===== src/rtl/pln_pkg.sv =====
// Shared constants, types and command/status bundles for the path normaliser.
package pln_pkg;

    localparam int DEF_PATH_CAPACITY = 64;
    localparam int DEF_STACK_SLOTS   = 32;

    // Capacity register and every position derived from it.
    localparam int CAP_W = 7;
    localparam logic [CAP_W-1:0] CAP_RESET = 7'd64;
    localparam logic [CAP_W-1:0] MIN_CAP   = 7'd2;

    localparam int PADDR_W = 3;
    localparam int PDATA_W = 32;

    // Register index, taken from paddr[2].
    localparam logic REG_OUT_CAPACITY = 1'b0;

    localparam logic [7:0] CHAR_NUL   = 8'h00;
    localparam logic [7:0] CHAR_SLASH = 8'h2F;
    localparam logic [7:0] CHAR_DOT   = 8'h2E;

    typedef struct packed {
        logic take_byte;
        logic take_term;
        logic load_fail;
        logic load_first;
        logic load_byte;
        logic clear;
    } t_cmd;

    typedef struct packed {
        logic in_term;
        logic stk_wait;
        logic out_free;
        logic fin_fail;
        logic fin_single;
        logic emit_last;
    } t_stat;

endpackage


===== src/rtl/pln_ram.sv =====
// Generic single-write, single-read RAM with registered read data.
module pln_ram #(
    parameter int WIDTH = 8,
    parameter int DEPTH = 64
) (
    input  logic                     i_clk,
    input  logic                     i_we,
    input  logic [$clog2(DEPTH)-1:0] i_waddr,
    input  logic [WIDTH-1:0]         i_wdata,
    input  logic [$clog2(DEPTH)-1:0] i_raddr,
    output logic [WIDTH-1:0]         o_rdata
);

    logic [WIDTH-1:0] r_mem [DEPTH];
    logic [WIDTH-1:0] r_rdata;

    always_ff @(posedge i_clk) begin
        if (i_we) begin
            r_mem[i_waddr] <= i_wdata;
        end
        r_rdata <= r_mem[i_raddr];
    end

    assign o_rdata = r_rdata;

endmodule


===== src/rtl/pln_ctrl.sv =====
// Controller state machine: input acceptance, finish decision and result emission.
module pln_ctrl (
    input  logic          i_clk,
    input  logic          i_rst_n,
    input  logic          i_in_valid,
    output logic          o_in_ready,
    input  pln_pkg::t_stat i_stat,
    output pln_pkg::t_cmd  o_cmd
);
    import pln_pkg::*;

    typedef enum logic [1:0] {
        S_IDLE,
        S_FINISH,
        S_EMIT_RD,
        S_EMIT_LD
    } t_state;

    t_state r_state;
    t_state n_state;
    logic   accept;

    assign o_in_ready = (r_state == S_IDLE) && !i_stat.stk_wait;
    assign accept     = i_in_valid && o_in_ready;

    always_comb begin
        o_cmd   = '0;
        n_state = r_state;
        case (r_state)
            S_IDLE: begin
                if (accept) begin
                    if (i_stat.in_term) begin
                        o_cmd.take_term = 1'b1;
                        n_state         = S_FINISH;
                    end else begin
                        o_cmd.take_byte = 1'b1;
                    end
                end
            end
            S_FINISH: begin
                if (i_stat.out_free) begin
                    if (i_stat.fin_fail) begin
                        o_cmd.load_fail = 1'b1;
                        o_cmd.clear     = 1'b1;
                        n_state         = S_IDLE;
                    end else if (i_stat.fin_single) begin
                        o_cmd.load_first = 1'b1;
                        o_cmd.clear      = 1'b1;
                        n_state          = S_IDLE;
                    end else begin
                        o_cmd.load_first = 1'b1;
                        n_state          = S_EMIT_RD;
                    end
                end
            end
            S_EMIT_RD: begin
                // The store read is issued here; the result register must be free
                // by the time the data arrives.
                if (i_stat.out_free) begin
                    n_state = S_EMIT_LD;
                end
            end
            S_EMIT_LD: begin
                o_cmd.load_byte = 1'b1;
                if (i_stat.emit_last) begin
                    o_cmd.clear = 1'b1;
                    n_state     = S_IDLE;
                end else begin
                    n_state = S_EMIT_RD;
                end
            end
            default: begin
                n_state = S_IDLE;
            end
        endcase
    end

    always_ff @(posedge i_clk) begin
        if (!i_rst_n) begin
            r_state <= S_IDLE;
        end else begin
            r_state <= n_state;
        end
    end

`ifndef SYNTHESIS
    a_term_finish: assert property (@(posedge i_clk) disable iff (!i_rst_n)
        o_cmd.take_term |=> (r_state == S_FINISH))
        else $error("terminator did not lead to the finish state");

    a_one_load: assert property (@(posedge i_clk) disable iff (!i_rst_n)
        $onehot0({o_cmd.load_fail, o_cmd.load_first, o_cmd.load_byte}))
        else $error("more than one result load in a cycle");

    a_rd_then_ld: assert property (@(posedge i_clk) disable iff (!i_rst_n)
        (r_state == S_EMIT_RD) && i_stat.out_free |=> o_cmd.load_byte)
        else $error("store read not followed by a result load");
`endif

endmodule


===== src/rtl/pln_dp.sv =====
// Datapath: path store, component start stack, counters and result register.
module pln_dp #(
    parameter int PATH_CAPACITY = pln_pkg::DEF_PATH_CAPACITY,
    parameter int STACK_SLOTS   = pln_pkg::DEF_STACK_SLOTS
) (
    input  logic                       i_clk,
    input  logic                       i_rst_n,
    input  logic [pln_pkg::CAP_W-1:0]  i_out_capacity,
    input  logic [7:0]                 i_in_char,
    input  pln_pkg::t_cmd              i_cmd,
    output pln_pkg::t_stat             o_stat,
    output logic                       o_out_valid,
    input  logic                       i_out_ready,
    output logic [7:0]                 o_out_char,
    output logic                       o_out_last,
    output logic                       o_out_failed
);
    import pln_pkg::*;

    localparam int AW_P  = $clog2(PATH_CAPACITY);
    localparam int SA_W  = $clog2(STACK_SLOTS);
    localparam int SC_W  = $clog2(STACK_SLOTS + 1);
    localparam int CNT_W = $clog2(PATH_CAPACITY);
    localparam int SUM_W = ((CNT_W > CAP_W) ? CNT_W : CAP_W) + 1;

    logic [SC_W-1:0]  r_stack_count;
    logic [CAP_W-1:0] r_write_pos;
    logic [CNT_W-1:0] r_bytes_seen;
    logic [CNT_W-1:0] r_comp_len;
    logic             r_all_dots;
    logic             r_failed;
    logic             r_stk_wait;
    logic [CAP_W-1:0] r_k;
    logic             r_out_valid;
    logic [7:0]       r_out_char;
    logic             r_out_last;
    logic             r_out_failed;

    logic             is_slash;
    logic             too_long;
    logic             first;
    logic             byte_live;
    logic             do_close;
    logic             fail_in;
    logic             cl_act;
    logic             dot1;
    logic             dot2;
    logic             sep;
    logic [SUM_W-1:0] wp_ext;
    logic [SUM_W-1:0] wp_sum;
    logic [SUM_W-1:0] end_pos;
    logic             push_ok;
    logic             do_pop;
    logic             do_push;
    logic             pop_fail;
    logic             push_fail;
    logic             sep_wr;
    logic             char_wr;
    logic             fail_set;
    logic [CAP_W-1:0] top;
    logic [CAP_W-1:0] pop_pos;
    logic [SC_W-1:0]  sc_m1;
    logic [SUM_W-1:0] k_ext;
    logic             path_we;
    logic [AW_P-1:0]  path_waddr;
    logic [7:0]       path_wdata;
    logic [7:0]       path_rdata;
    logic             out_take;

    assign is_slash  = (i_in_char == CHAR_SLASH);
    assign too_long  = (r_bytes_seen >= CNT_W'(PATH_CAPACITY - 1));
    assign first     = (r_bytes_seen == '0);
    assign byte_live = i_cmd.take_byte && !r_failed && !too_long && !first;

    // The terminator also fails an empty path or a capacity too small for "/".
    assign fail_in  = i_cmd.take_term ? (r_failed || first || (i_out_capacity < MIN_CAP))
                                      : r_failed;
    assign do_close = (byte_live && is_slash) || i_cmd.take_term;
    assign cl_act   = do_close && (r_comp_len != '0) && !fail_in;
    assign dot1     = r_all_dots && (r_comp_len == CNT_W'(1));
    assign dot2     = r_all_dots && (r_comp_len == CNT_W'(2));

    assign sep     = (r_write_pos > CAP_W'(1));
    assign wp_ext  = SUM_W'(r_write_pos);
    assign wp_sum  = wp_ext + SUM_W'(sep);
    assign end_pos = wp_sum + SUM_W'(r_comp_len);
    assign push_ok = (end_pos < SUM_W'(i_out_capacity))
                  && (r_stack_count < SC_W'(STACK_SLOTS));

    assign do_pop    = cl_act && dot2 && (r_stack_count != '0);
    assign pop_fail  = cl_act && dot2 && (r_stack_count == '0);
    assign do_push   = cl_act && !dot1 && !dot2 && push_ok;
    assign push_fail = cl_act && !dot1 && !dot2 && !push_ok;

    assign pop_pos = (top > CAP_W'(1)) ? (top - CAP_W'(1)) : top;
    assign sc_m1   = r_stack_count - SC_W'(1);

    // A component byte lands at the same place a later push would end it.
    assign char_wr = byte_live && !is_slash && (end_pos < SUM_W'(PATH_CAPACITY));
    assign sep_wr  = do_push && sep && (wp_ext < SUM_W'(PATH_CAPACITY));

    assign path_we    = sep_wr || char_wr;
    assign path_waddr = sep_wr ? wp_ext[AW_P-1:0] : end_pos[AW_P-1:0];
    assign path_wdata = sep_wr ? CHAR_SLASH : i_in_char;
    assign k_ext      = SUM_W'(r_k);

    assign fail_set = (i_cmd.take_byte && !r_failed && (too_long || (first && !is_slash)))
                   || (i_cmd.take_term && fail_in) || pop_fail || push_fail;

    pln_ram #(
        .WIDTH (8),
        .DEPTH (PATH_CAPACITY)
    ) u_path_ram (
        .i_clk   (i_clk),
        .i_we    (path_we),
        .i_waddr (path_waddr),
        .i_wdata (path_wdata),
        .i_raddr (k_ext[AW_P-1:0]),
        .o_rdata (path_rdata)
    );

    // The read address follows the stack top; the controller holds input off after
    // each push or pop, while stk_wait is set, so that the top is valid again.
    pln_ram #(
        .WIDTH (CAP_W),
        .DEPTH (STACK_SLOTS)
    ) u_stack_ram (
        .i_clk   (i_clk),
        .i_we    (do_push),
        .i_waddr (r_stack_count[SA_W-1:0]),
        .i_wdata (wp_sum[CAP_W-1:0]),
        .i_raddr (sc_m1[SA_W-1:0]),
        .o_rdata (top)
    );

    always_ff @(posedge i_clk) begin
        if (!i_rst_n || i_cmd.clear) begin
            r_stack_count <= '0;
            r_write_pos   <= CAP_W'(1);
            r_bytes_seen  <= '0;
            r_comp_len    <= '0;
            r_all_dots    <= 1'b1;
            r_failed      <= 1'b0;
            r_stk_wait    <= 1'b0;
        end else begin
            r_failed   <= r_failed || fail_set;
            r_stk_wait <= do_push || do_pop;
            if (i_cmd.take_byte && !r_failed && !too_long) begin
                r_bytes_seen <= r_bytes_seen + CNT_W'(1);
            end
            if (byte_live && !is_slash) begin
                r_comp_len <= r_comp_len + CNT_W'(1);
                if (i_in_char != CHAR_DOT) begin
                    r_all_dots <= 1'b0;
                end
            end
            if (do_close) begin
                r_comp_len <= '0;
                r_all_dots <= 1'b1;
            end
            if (do_pop) begin
                r_stack_count <= r_stack_count - SC_W'(1);
                r_write_pos   <= pop_pos;
            end
            if (do_push) begin
                r_stack_count <= r_stack_count + SC_W'(1);
                r_write_pos   <= end_pos[CAP_W-1:0];
            end
        end
    end

    assign out_take = r_out_valid && i_out_ready;

    always_ff @(posedge i_clk) begin
        if (!i_rst_n) begin
            r_out_valid <= 1'b0;
        end else if (i_cmd.load_fail || i_cmd.load_first || i_cmd.load_byte) begin
            r_out_valid <= 1'b1;
        end else if (out_take) begin
            r_out_valid <= 1'b0;
        end
    end

    always_ff @(posedge i_clk) begin
        if (i_cmd.load_fail) begin
            r_out_char   <= CHAR_NUL;
            r_out_last   <= 1'b1;
            r_out_failed <= 1'b1;
        end else if (i_cmd.load_first) begin
            r_out_char   <= CHAR_SLASH;
            r_out_last   <= o_stat.fin_single;
            r_out_failed <= 1'b0;
            r_k          <= CAP_W'(1);
        end else if (i_cmd.load_byte) begin
            r_out_char   <= path_rdata;
            r_out_last   <= o_stat.emit_last;
            r_out_failed <= 1'b0;
            r_k          <= r_k + CAP_W'(1);
        end
    end

    assign o_stat.in_term    = (i_in_char == CHAR_NUL);
    assign o_stat.stk_wait   = r_stk_wait;
    assign o_stat.out_free   = !r_out_valid || i_out_ready;
    assign o_stat.fin_fail   = r_failed || (r_write_pos == '0)
                            || (wp_ext > SUM_W'(PATH_CAPACITY - 1));
    assign o_stat.fin_single = (r_write_pos == CAP_W'(1));
    assign o_stat.emit_last  = ((r_k + CAP_W'(1)) == r_write_pos);

    assign o_out_valid  = r_out_valid;
    assign o_out_char   = r_out_char;
    assign o_out_last   = r_out_last;
    assign o_out_failed = r_out_failed;

`ifndef SYNTHESIS
    a_count_bound: assert property (@(posedge i_clk) disable iff (!i_rst_n)
        r_stack_count <= SC_W'(STACK_SLOTS))
        else $error("component stack count beyond its slots");

    a_pos_nonzero: assert property (@(posedge i_clk) disable iff (!i_rst_n)
        r_write_pos != '0)
        else $error("path length fell to zero");

    a_push_pop_excl: assert property (@(posedge i_clk) disable iff (!i_rst_n)
        !(do_push && do_pop) && !(path_we && r_failed && !i_cmd.take_term))
        else $error("conflicting stack update or store write after failure");

    a_load_free: assert property (@(posedge i_clk) disable iff (!i_rst_n)
        (i_cmd.load_fail || i_cmd.load_first || i_cmd.load_byte) |-> !r_out_valid || out_take)
        else $error("result register overwritten before it was taken");
`endif

endmodule


===== src/rtl/path_lexical_normalizer_core.sv =====
// Top level of the path normaliser: configuration register, controller and datapath.
//
// Usage: an absolute path enters one byte per input beat (i_in_char), a zero
// byte ending it. After a component is pushed or popped by a slash, input ready
// drops while the component start stack read port catches up with the new top.
// On the terminator the block stops taking input and, once the result register
// is free, loads the first result beat: either one failure beat (char 0, last,
// failed) or the normalised path, a byte per beat with last set on the final
// one. The leading slash is loaded directly; later bytes come from the path
// store by a registered store read, then a result register load, each read
// loaded before the next is issued. Input is taken again once the final beat
// sits in the result register, so the next path may start while it waits. A
// stalled receiver simply holds the result register; the block waits. Reset
// (synchronous, active low) empties the block, clears the path state and sets
// out_capacity to 64; there is no clearing pass. out_capacity lies at APB byte
// address 0 and must be written only while the block is idle; nothing enforces it.
module path_lexical_normalizer_core #(
    parameter int PATH_CAPACITY = pln_pkg::DEF_PATH_CAPACITY,
    parameter int STACK_SLOTS   = pln_pkg::DEF_STACK_SLOTS
) (
    input  logic                        i_clk,
    input  logic                        i_rst_n,
    input  logic                        psel,
    input  logic                        penable,
    input  logic                        pwrite,
    input  logic [pln_pkg::PADDR_W-1:0] paddr,
    input  logic [pln_pkg::PDATA_W-1:0] pwdata,
    output logic [pln_pkg::PDATA_W-1:0] prdata,
    output logic                        pready,
    input  logic                        i_in_valid,
    output logic                        o_in_ready,
    input  logic [7:0]                  i_in_char,
    output logic                        o_out_valid,
    input  logic                        i_out_ready,
    output logic [7:0]                  o_out_char,
    output logic                        o_out_last,
    output logic                        o_out_failed
);
    import pln_pkg::*;

    logic [CAP_W-1:0] r_out_capacity;
    logic             cfg_wr;
    t_cmd             cmd;
    t_stat            stat;

    assign pready = 1'b1;
    assign cfg_wr = psel && penable && pwrite && (paddr[2] == REG_OUT_CAPACITY);

    always_ff @(posedge i_clk) begin
        if (!i_rst_n) begin
            r_out_capacity <= CAP_RESET;
        end else if (cfg_wr) begin
            r_out_capacity <= pwdata[CAP_W-1:0];
        end
    end

    assign prdata = (paddr[2] == REG_OUT_CAPACITY) ? PDATA_W'(r_out_capacity) : '0;

    pln_ctrl u_ctrl (
        .i_clk      (i_clk),
        .i_rst_n    (i_rst_n),
        .i_in_valid (i_in_valid),
        .o_in_ready (o_in_ready),
        .i_stat     (stat),
        .o_cmd      (cmd)
    );

    pln_dp #(
        .PATH_CAPACITY (PATH_CAPACITY),
        .STACK_SLOTS   (STACK_SLOTS)
    ) u_dp (
        .i_clk          (i_clk),
        .i_rst_n        (i_rst_n),
        .i_out_capacity (r_out_capacity),
        .i_in_char      (i_in_char),
        .i_cmd          (cmd),
        .o_stat         (stat),
        .o_out_valid    (o_out_valid),
        .i_out_ready    (i_out_ready),
        .o_out_char     (o_out_char),
        .o_out_last     (o_out_last),
        .o_out_failed   (o_out_failed)
    );

`ifndef SYNTHESIS
    a_no_input_while_pending: assert property (@(posedge i_clk) disable iff (!i_rst_n)
        (i_in_valid && o_in_ready && (i_in_char == CHAR_NUL)) |=> !o_in_ready)
        else $error("input taken straight after a terminator");

    a_fail_beat_shape: assert property (@(posedge i_clk) disable iff (!i_rst_n)
        (o_out_valid && o_out_failed) |-> (o_out_last && (o_out_char == CHAR_NUL)))
        else $error("failure beat without last or with a non-zero byte");

    a_cfg_hold: assert property (@(posedge i_clk) disable iff (!i_rst_n)
        !cfg_wr |=> $stable(r_out_capacity))
        else $error("capacity changed without a write");
`endif

endmodule


===== config.mk =====
export PLATFORM = sky130hd
export DESIGN_NAME = path_lexical_normalizer_core
export DESIGN_NICKNAME = d
export VERILOG_FILES = /design/src/rtl/pln_pkg.sv /design/src/rtl/pln_ram.sv /design/src/rtl/pln_ctrl.sv /design/src/rtl/pln_dp.sv /design/src/rtl/path_lexical_normalizer_core.sv
export SDC_FILE = /design/constraint.sdc
export NUM_CORES = 1
export LEC_CHECK = 0
export BUFFER_PORTS_ARGS = -buffer_cell sky130_fd_sc_hd__buf_2
export CAP_MARGIN = 20
export CORE_ASPECT_RATIO = 1.75
export CORE_MARGIN = 2
export CORE_UTILIZATION = 62
export DETAILED_ROUTE_END_ITERATION = 16
export GPL_TIMING_DRIVEN = 0
export PLACE_DENSITY = 0.79
export REMOVE_ABC_BUFFERS = 1
export SYNTH_ARGS = -nofsm -noshare
export SYNTH_HDL_FRONTEND = slang
export SYNTH_SLANG_ARGS = --single-unit

===== constraint.sdc =====
create_clock -name i_clk -period 7.4 [get_ports i_clk]
set_input_delay 0.74 -clock i_clk [delete_from_list [all_inputs] [get_ports i_clk]]
set_output_delay 0.74 -clock i_clk [all_outputs]
set_load 0.01 [all_outputs]

==> flow_summary_export.csv, run 1 <==
group,metric,value,unit
timing,fmax,140,MHz
setup_path,endpoint_kind,"flip-flop",
clock_network,clk_latency,610,ps
setup_path,critPathLaunchType,"flip-flop",
synthesis,synthesis.area_per_instance,19.6,um^2
setup_path,cp.depth,17,
routing,dr.pass1.iters,5,
synthesis,synth-edff-count,743,
global_routing,antenna_found_initial,3,
setup_path,timing.rr.end,"u_dp.u_path_ram.r_mem[21][2]",
setup_path,cp.arrival,7390,ps
setup_path,path_max_fanout,14,
synthesis,ys_ff_latch,806,
global_routing,grt_pass1_wl,114000,um
layout,diodes,0,
clock_network,clk_path_buf_depth,3,
setup_path,crit_chain,"nor2_1, nand3_1, ha_2, ha_2, nand3_1, xnor2_2, ha_1, o21a_1, o31a_1, a21oi_1, ha_1, a211oi_1, nor2_1, nor4_4, a31oi_1, a32oi_2, nor2_1",
floorplan,io_pins,95,
timing,period_share,0.967,
setup_path,reg2reg_from,"u_dp.r_write_pos[2]",
pwr,vdd_drop_max,0.000228,V
pwr,power_density,236,nW/um^2
routing,vias,17200,
timing,setup_viol,0,
setup_path,max_stage_delay,990,ps
global_routing,overflow,0,
floorplan,die_h,309,um
min_path,min_path_type,"input pin to flip-flop",
timing,fin_crit,7150,ps
layout,final_cell_mix,"edfxtp_1, mux4_2, nor2_1, clkbuf_16, dfxtp_1",
routing,routedWlPerCell,32.5,um
timing,slew_headroom,0.130,
synthesis,yosys_most_used_dff,"edfxtp_1",
layout,n_fill_cell,2924,
synthesis,seq_area_frac_synth,0.715,
timing,maxSlewViolCount,0,
clock_network,cts_tree,"yes",
synthesis,synth_top_area_frac,0.676,
clock_network,numCtsBuffers,69,
setup_path,critPathCapture,"u_dp.u_path_ram.r_mem[21][2]",
routing,routed_wl,80600,um
clock_network,cts_setup_buffers,0,
setup_path,crit_family,"compound AO/OA/AOI/OAI gates",
global_routing,grt_max_degree,67,
timing,whs,383,ps
timing,skew,23.7,ps
setup_path,cp_num_buf_inv,0,
synthesis,syn_area,33000,um^2
place,dpl.hpwl,49000,um
clock_network,hold_buffers,0,
timing,layout_setup_ws,248,ps
floorplan,design.core.area,52500,um^2
setup_path,r2r_cells,17,
floorplan,start_util,0.628,
setup_path,cpMostUsedCell,"nor2_1",
clock_network,clockRootBuffer,"clkbuf_16",
clock_network,clk_pin_slew,70,ps
timing,finalHoldViolCount,0,
floorplan,die_width,178,um
layout,drive_gt1_frac,0.304,
routing,drc,0,
place,port_buffers,41,
timing,fin_tns_setup,0,ps
pwr,leakage,11.6,nW
place,gp_congestion,0.865,
synthesis,synth.area.top_cells,"edfxtp_1, mux4_2, dfxtp_1, nor2_1, ha_1",
synthesis,async_flop_share,0,
global_routing,grt_pass1_vias,17400,
place,post-place-ws,-473,ps
synthesis,synth.distinct_cells,75,
timing,worst_slew_pin_slew,1310,ps
setup_path,path_class,"flip-flop to flip-flop",
layout,area_growth,12.9,%
synthesis,synth_largest_area_cell,"edfxtp_1",
layout,layout.nets,1830,
layout,mostFrequentLayoutCell,"edfxtp_1",
outcome,status,"finished clean",
clock_network,h-tree-depth,3,
setup_path,r2r_slack,250,ps
setup_path,startpoint,"u_dp.r_write_pos[2]",
floorplan,dieArea,55100,um^2
synthesis,yosys_warnings,0,
clock_network,cts_num_sinks,806,
routing,viasPerCell,6.94,
run,max_cap_viol_count,0,
routing,antenna_left,0,
setup_path,required,7640,ps
floorplan,num_rows,111,
routing,drtIter0Drc,2135,
setup_path,critPathSlowestCell,"a32oi_2",
synthesis,syn_inst,1684,
global_routing,track_usage,0.288,
## through the flow
stage,std cells,instance area (um^2),power (mW),util
detailed placement,2347,34400,5.21,0.655
global route,2478,37200,8.96,0.709
global placement,2318,33600,5.20,0.640
finish,2478,37200,8.79,0.709
floorplan,1599,32500,5.14,-
CTS,2468,36600,8.77,0.698
## Yosys cell counts (7+ instances only)
cell / instances
xor2_1: 16
nor3_1: 24
nand2_1: 39
ha_1: 29
nor2_1: 123
nand3_1: 27
o21ai_0: 12
buf_1: 10
mux2_2: 7
nor2b_1: 9
dfxtp_1: 63
inv_1: 25
a21oi_1: 45
xnor2_1: 19
nand2b_1: 9
mux2i_1: 10
buf_4: 26
mux4_2: 238
or2_2: 8
buf_2: 19
and3_1: 8
nand4_1: 7
edfxtp_1: 743
clkbuf_1: 51
## per-layer routing
layer	vias up	GRT usage	part of all wire
li1	6930	-	-
met1	8842	0.315	0.31
met2	1102	0.519	0.55
met3	329	0.0424	0.072
met4	6	0.183	0.074
met5	-	0	0.00052
## power breakdown
part	internal, mW	switching (mW)
logic	0.0460	0.119
clock network	2.02	1.64
registers	4.96	0.0115
total	7.02	1.77
## flip-flops by register name (all words and copies together) (netlist names), 2 cells and up
| signal | count |
|---|---|
| u_dp.r_comp_len | 6 |
| u_ctrl.r_state | 2 |
| u_dp.r_k | 7 |
| u_dp.r_stack_count | 6 |
| u_dp.r_bytes_seen | 6 |
| r_out_capacity | 7 |
| u_dp.u_path_ram.o_rdata | 8 |
| u_dp.u_stack_ram.o_rdata | 7 |
| u_dp.u_stack_ram.r_mem | 224 |
| u_dp.o_out_char | 8 |
| u_dp.u_path_ram.r_mem | 512 |
| u_dp.r_write_pos | 7 |
## how the worst min path moves through the flow
stage,startpoint,to,depth (start not counted)
after CTS,pwdata[6],r_out_capacity[6],3
after global routing,pwdata[6],r_out_capacity[6],3
after detailed placement,u_dp.u_path_ram.o_rdata[0],u_dp.o_out_char[0],1
final,pwdata[6],r_out_capacity[6],3
after floorplan,u_dp.u_path_ram.o_rdata[4],u_dp.o_out_char[4],2
after global placement,u_dp.u_path_ram.o_rdata[4],u_dp.o_out_char[4],2
## tightest hold or removal path: stages
cell,delay (ps)
buf_2,70
o21ai_0,70
nand2_1,60
## area by class of cell
type	count	area [um^2]	share of cell area
clock buffer	87	1880	0.0504
clock inverter	34	343	0.00921
inverter	25	93.8	0.00252
multi-input combinational	768	9370	0.252
sequential	806	23600	0.633
tap	678	848	0.0228
timing repair buffer	80	1120	0.0300
## timing repair
action,in CTS,in global routing
endpoints found under the setup margin,864,736
pin swaps,0,1
gates resized for setup,12,92
gates cloned,0,0
## kinds of logic (layout without fill, tap and decap cells)
family,count (synthesis),in the layout,share of synthesized area
adders and majority gates,30,30,0.0116
AOI/OAI and AO/OA,111,111,0.0248
xor gates and xnor gates,37,37,0.0107
other,2,26,0.000228
muxes,263,263,0.172
buffers and inverters,134,226,0.0194
and+or+nand+nor,301,301,0.0465
DFF,806,806,0.715
No activity file was read; power rests on OpenSTA's default activity.
==> run 2, diff against run 1 <==
--- a/config.mk
+++ b/config.mk
@@ -7,12 +7,14 @@
 export LEC_CHECK = 0
 export BUFFER_PORTS_ARGS = -buffer_cell sky130_fd_sc_hd__buf_2
 export CAP_MARGIN = 20
+export CELL_PAD_IN_SITES_DETAIL_PLACEMENT = 1
+export CELL_PAD_IN_SITES_GLOBAL_PLACEMENT = 2
 export CORE_ASPECT_RATIO = 1.75
 export CORE_MARGIN = 2
-export CORE_UTILIZATION = 62
+export CORE_UTILIZATION = 49
 export DETAILED_ROUTE_END_ITERATION = 16
 export GPL_TIMING_DRIVEN = 0
-export PLACE_DENSITY = 0.79
+export PLACE_DENSITY = 0.8
 export REMOVE_ABC_BUFFERS = 1
 export SYNTH_ARGS = -nofsm -noshare
 export SYNTH_HDL_FRONTEND = slang
==> flow_summary_export.csv, run 2 (synthesis gave the netlist of run 1 again) <==
group,metric,value,unit
timing,layout_setup_ws,325,ps
setup_path,required,7670,ps
timing,setup_viol,0,
setup_path,critPathSlowestCell,"ha_2",
timing,worst_slew_pin_slew,1260,ps
global_routing,grt_pass1_wl,117000,um
place,post-place-ws,-819,ps
clock_network,clk_path_buf_depth,3,
place,dpl.hpwl,53000,um
timing,slew_headroom,0.159,
routing,routed_wl,77700,um
routing,drtIter0Drc,946,
floorplan,start_util,0.496,
timing,skew,30.2,ps
setup_path,cp.arrival,7340,ps
run,max_cap_viol_count,0,
timing,finalHoldViolCount,0,
pwr,swShare,0.201,
place,port_buffers,41,
setup_path,cp_num_buf_inv,1,
timing,whs,360,ps
setup_path,path_max_fanout,33,
routing,antenna_left,0,
setup_path,path_class,"flip-flop to flip-flop",
clock_network,clk_latency,640,ps
min_path,min_path_type,"input pin to flip-flop",
timing,rsz0062_at_grt,"true",
routing,drc,0,
routing,viasPerCell,5.91,
clock_network,hold_buffers,0,
global_routing,overflow,0,
setup_path,endpoint_kind,"flip-flop",
pwr,leakage,11.7,nW
timing,fmax,141,MHz
setup_path,startpoint,"u_dp.r_write_pos[3]",
pwr,seq_power_share,0.553,
layout,mostFrequentLayoutCell,"edfxtp_1",
pwr,totalPowerFinal,8.98,mW
setup_path,crit_chain,"nor3_1, nand3_1, ha_2, ha_1, inv_1, fa_1, nor2b_1, o21ai_0, a21oi_1, ha_1, a211oi_1, nor2_1, nor4_4, and4_4, mux2i_2, nor2_1",
clock_network,h-tree-depth,3,
timing,fin_crit,7080,ps
global_routing,track_usage,0.230,
floorplan,die_h,347,um
pwr,vdd_drop_max,0.000224,V
timing,maxSlewViolCount,0,
global_routing,antenna_found_initial,0,
pwr,switchingPower,1.81,mW
clock_network,clockRootBuffer,"clkbuf_16",
routing,routedWlPerCell,28.7,um
routing,dr.pass1.iters,4,
layout,top_regs,"u_dp.u_path_ram.r_mem: 512 flops, u_dp.u_stack_ram.r_mem: 224 flops",
routing,vias,16000,
clock_network,numCtsBuffers,73,
setup_path,critPathLaunchType,"flip-flop",
clock_network,clk_pin_slew,80,ps
layout,final_cell_mix,"edfxtp_1, mux4_2, clkbuf_16",
clock_network,cts_num_sinks,806,
layout,largest_register_ff_count,512,
layout,top_register,"u_dp.u_path_ram.r_mem",
setup_path,reg2reg_from,"u_dp.r_write_pos[3]",
layout,n_fill_cell,5646,
pwr,power_frac_comb,0.018,
floorplan,num_rows,125,
pwr,power_density,238,nW/um^2
clock_network,cts_tree,"yes",
floorplan,die_width,200,um
layout,diodes,0,
outcome,status,"finished clean",
global_routing,grt_pass1_vias,17800,
layout,layout.nets,1839,
floorplan,dieArea,69500,um^2
layout,drive_gt1_frac,0.314,
floorplan,design.core.area,66500,um^2
floorplan,io_pins,95,
global_routing,grt_max_degree,65,
timing,period_share,0.956,
pwr,power_frac_clock,0.429,
setup_path,max_stage_delay,870,ps
min_path,min-delay-start,"pwdata[2]",
layout,area_growth,14.6,%
pwr,p_int,7.17,mW
place,gp_congestion,0.796,
setup_path,crit_family,"simple AND/OR/NAND/NOR gates",
-- run 2: power by group through the flow --
stage / logic (mW) / registers [mW] / clock network [mW]
after detailed placement: 0.150 / 5.07 / 0
after global placement: 0.137 / 5.07 / 0
after global routing: 0.172 / 4.96 / 4.06
final: 0.157 / 4.97 / 3.85
after CTS: 0.151 / 4.97 / 3.92
after floorplan: 0.0729 / 5.07 / 0
-- run 2: tightest hold or removal path: cells and delay by family --
kind / cells / cell delay [ps]
buf+inv: 1 / 80
simple gates: 1 / 100
mux: 1 / 50
-- run 2: path summary, 6_finish.rpt --
path | to | slack [ps] | depth (start not counted)
max | u_dp.u_path_ram.r_mem[3][4] | 320 | 16
min | r_out_capacity[2] | 360 | 3
max reg2reg | u_dp.u_path_ram.r_mem[3][4] | 320 | 16
min reg2reg | u_dp.o_out_char[7] | 460 | 2
-- run 2: per-layer routing --
metal | vias to the layer above | track usage | routed length, um
li1 | 6961 | - | -
met1 | 8521 | 0.244 | 26400
met4 | 0 | 0.104 | 3300
met5 | - | 0 | 0
met2 | 360 | 0.453 | 45400
met3 | 149 | 0.0253 | 2550
-- run 2: per-stage QoR --
step	std cells	area, um^2	TNS, ps	util
after CTS	2697	37300	-15160	0.561
final	2705	37800	0	0.568
after floorplan	1599	32500	0	-
after detailed placement	2564	34800	-282960	0.523
after global routing	2705	37800	-22560	0.568
after global placement	2529	33800	-1243040	0.509
-- run 2: layout make-up --
type	instances	area [um^2]	area share
clock inverters	38	390	0.0103
clock buffers	94	2050	0.0544
multi-input cells	769	9380	0.248
inverters	25	93.8	0.00248
repair buffers	84	1170	0.0311
flip-flops and latches	806	23600	0.624
well taps	889	1110	0.0294
-- run 2: what timing repair did --
item | in CTS | in global routing
pin swaps | 0 | 2
setup endpoints to repair | 1057 | 737
resized for setup | 23 | 87
cloned | 1 | 0
setup buffers | 0 | 3
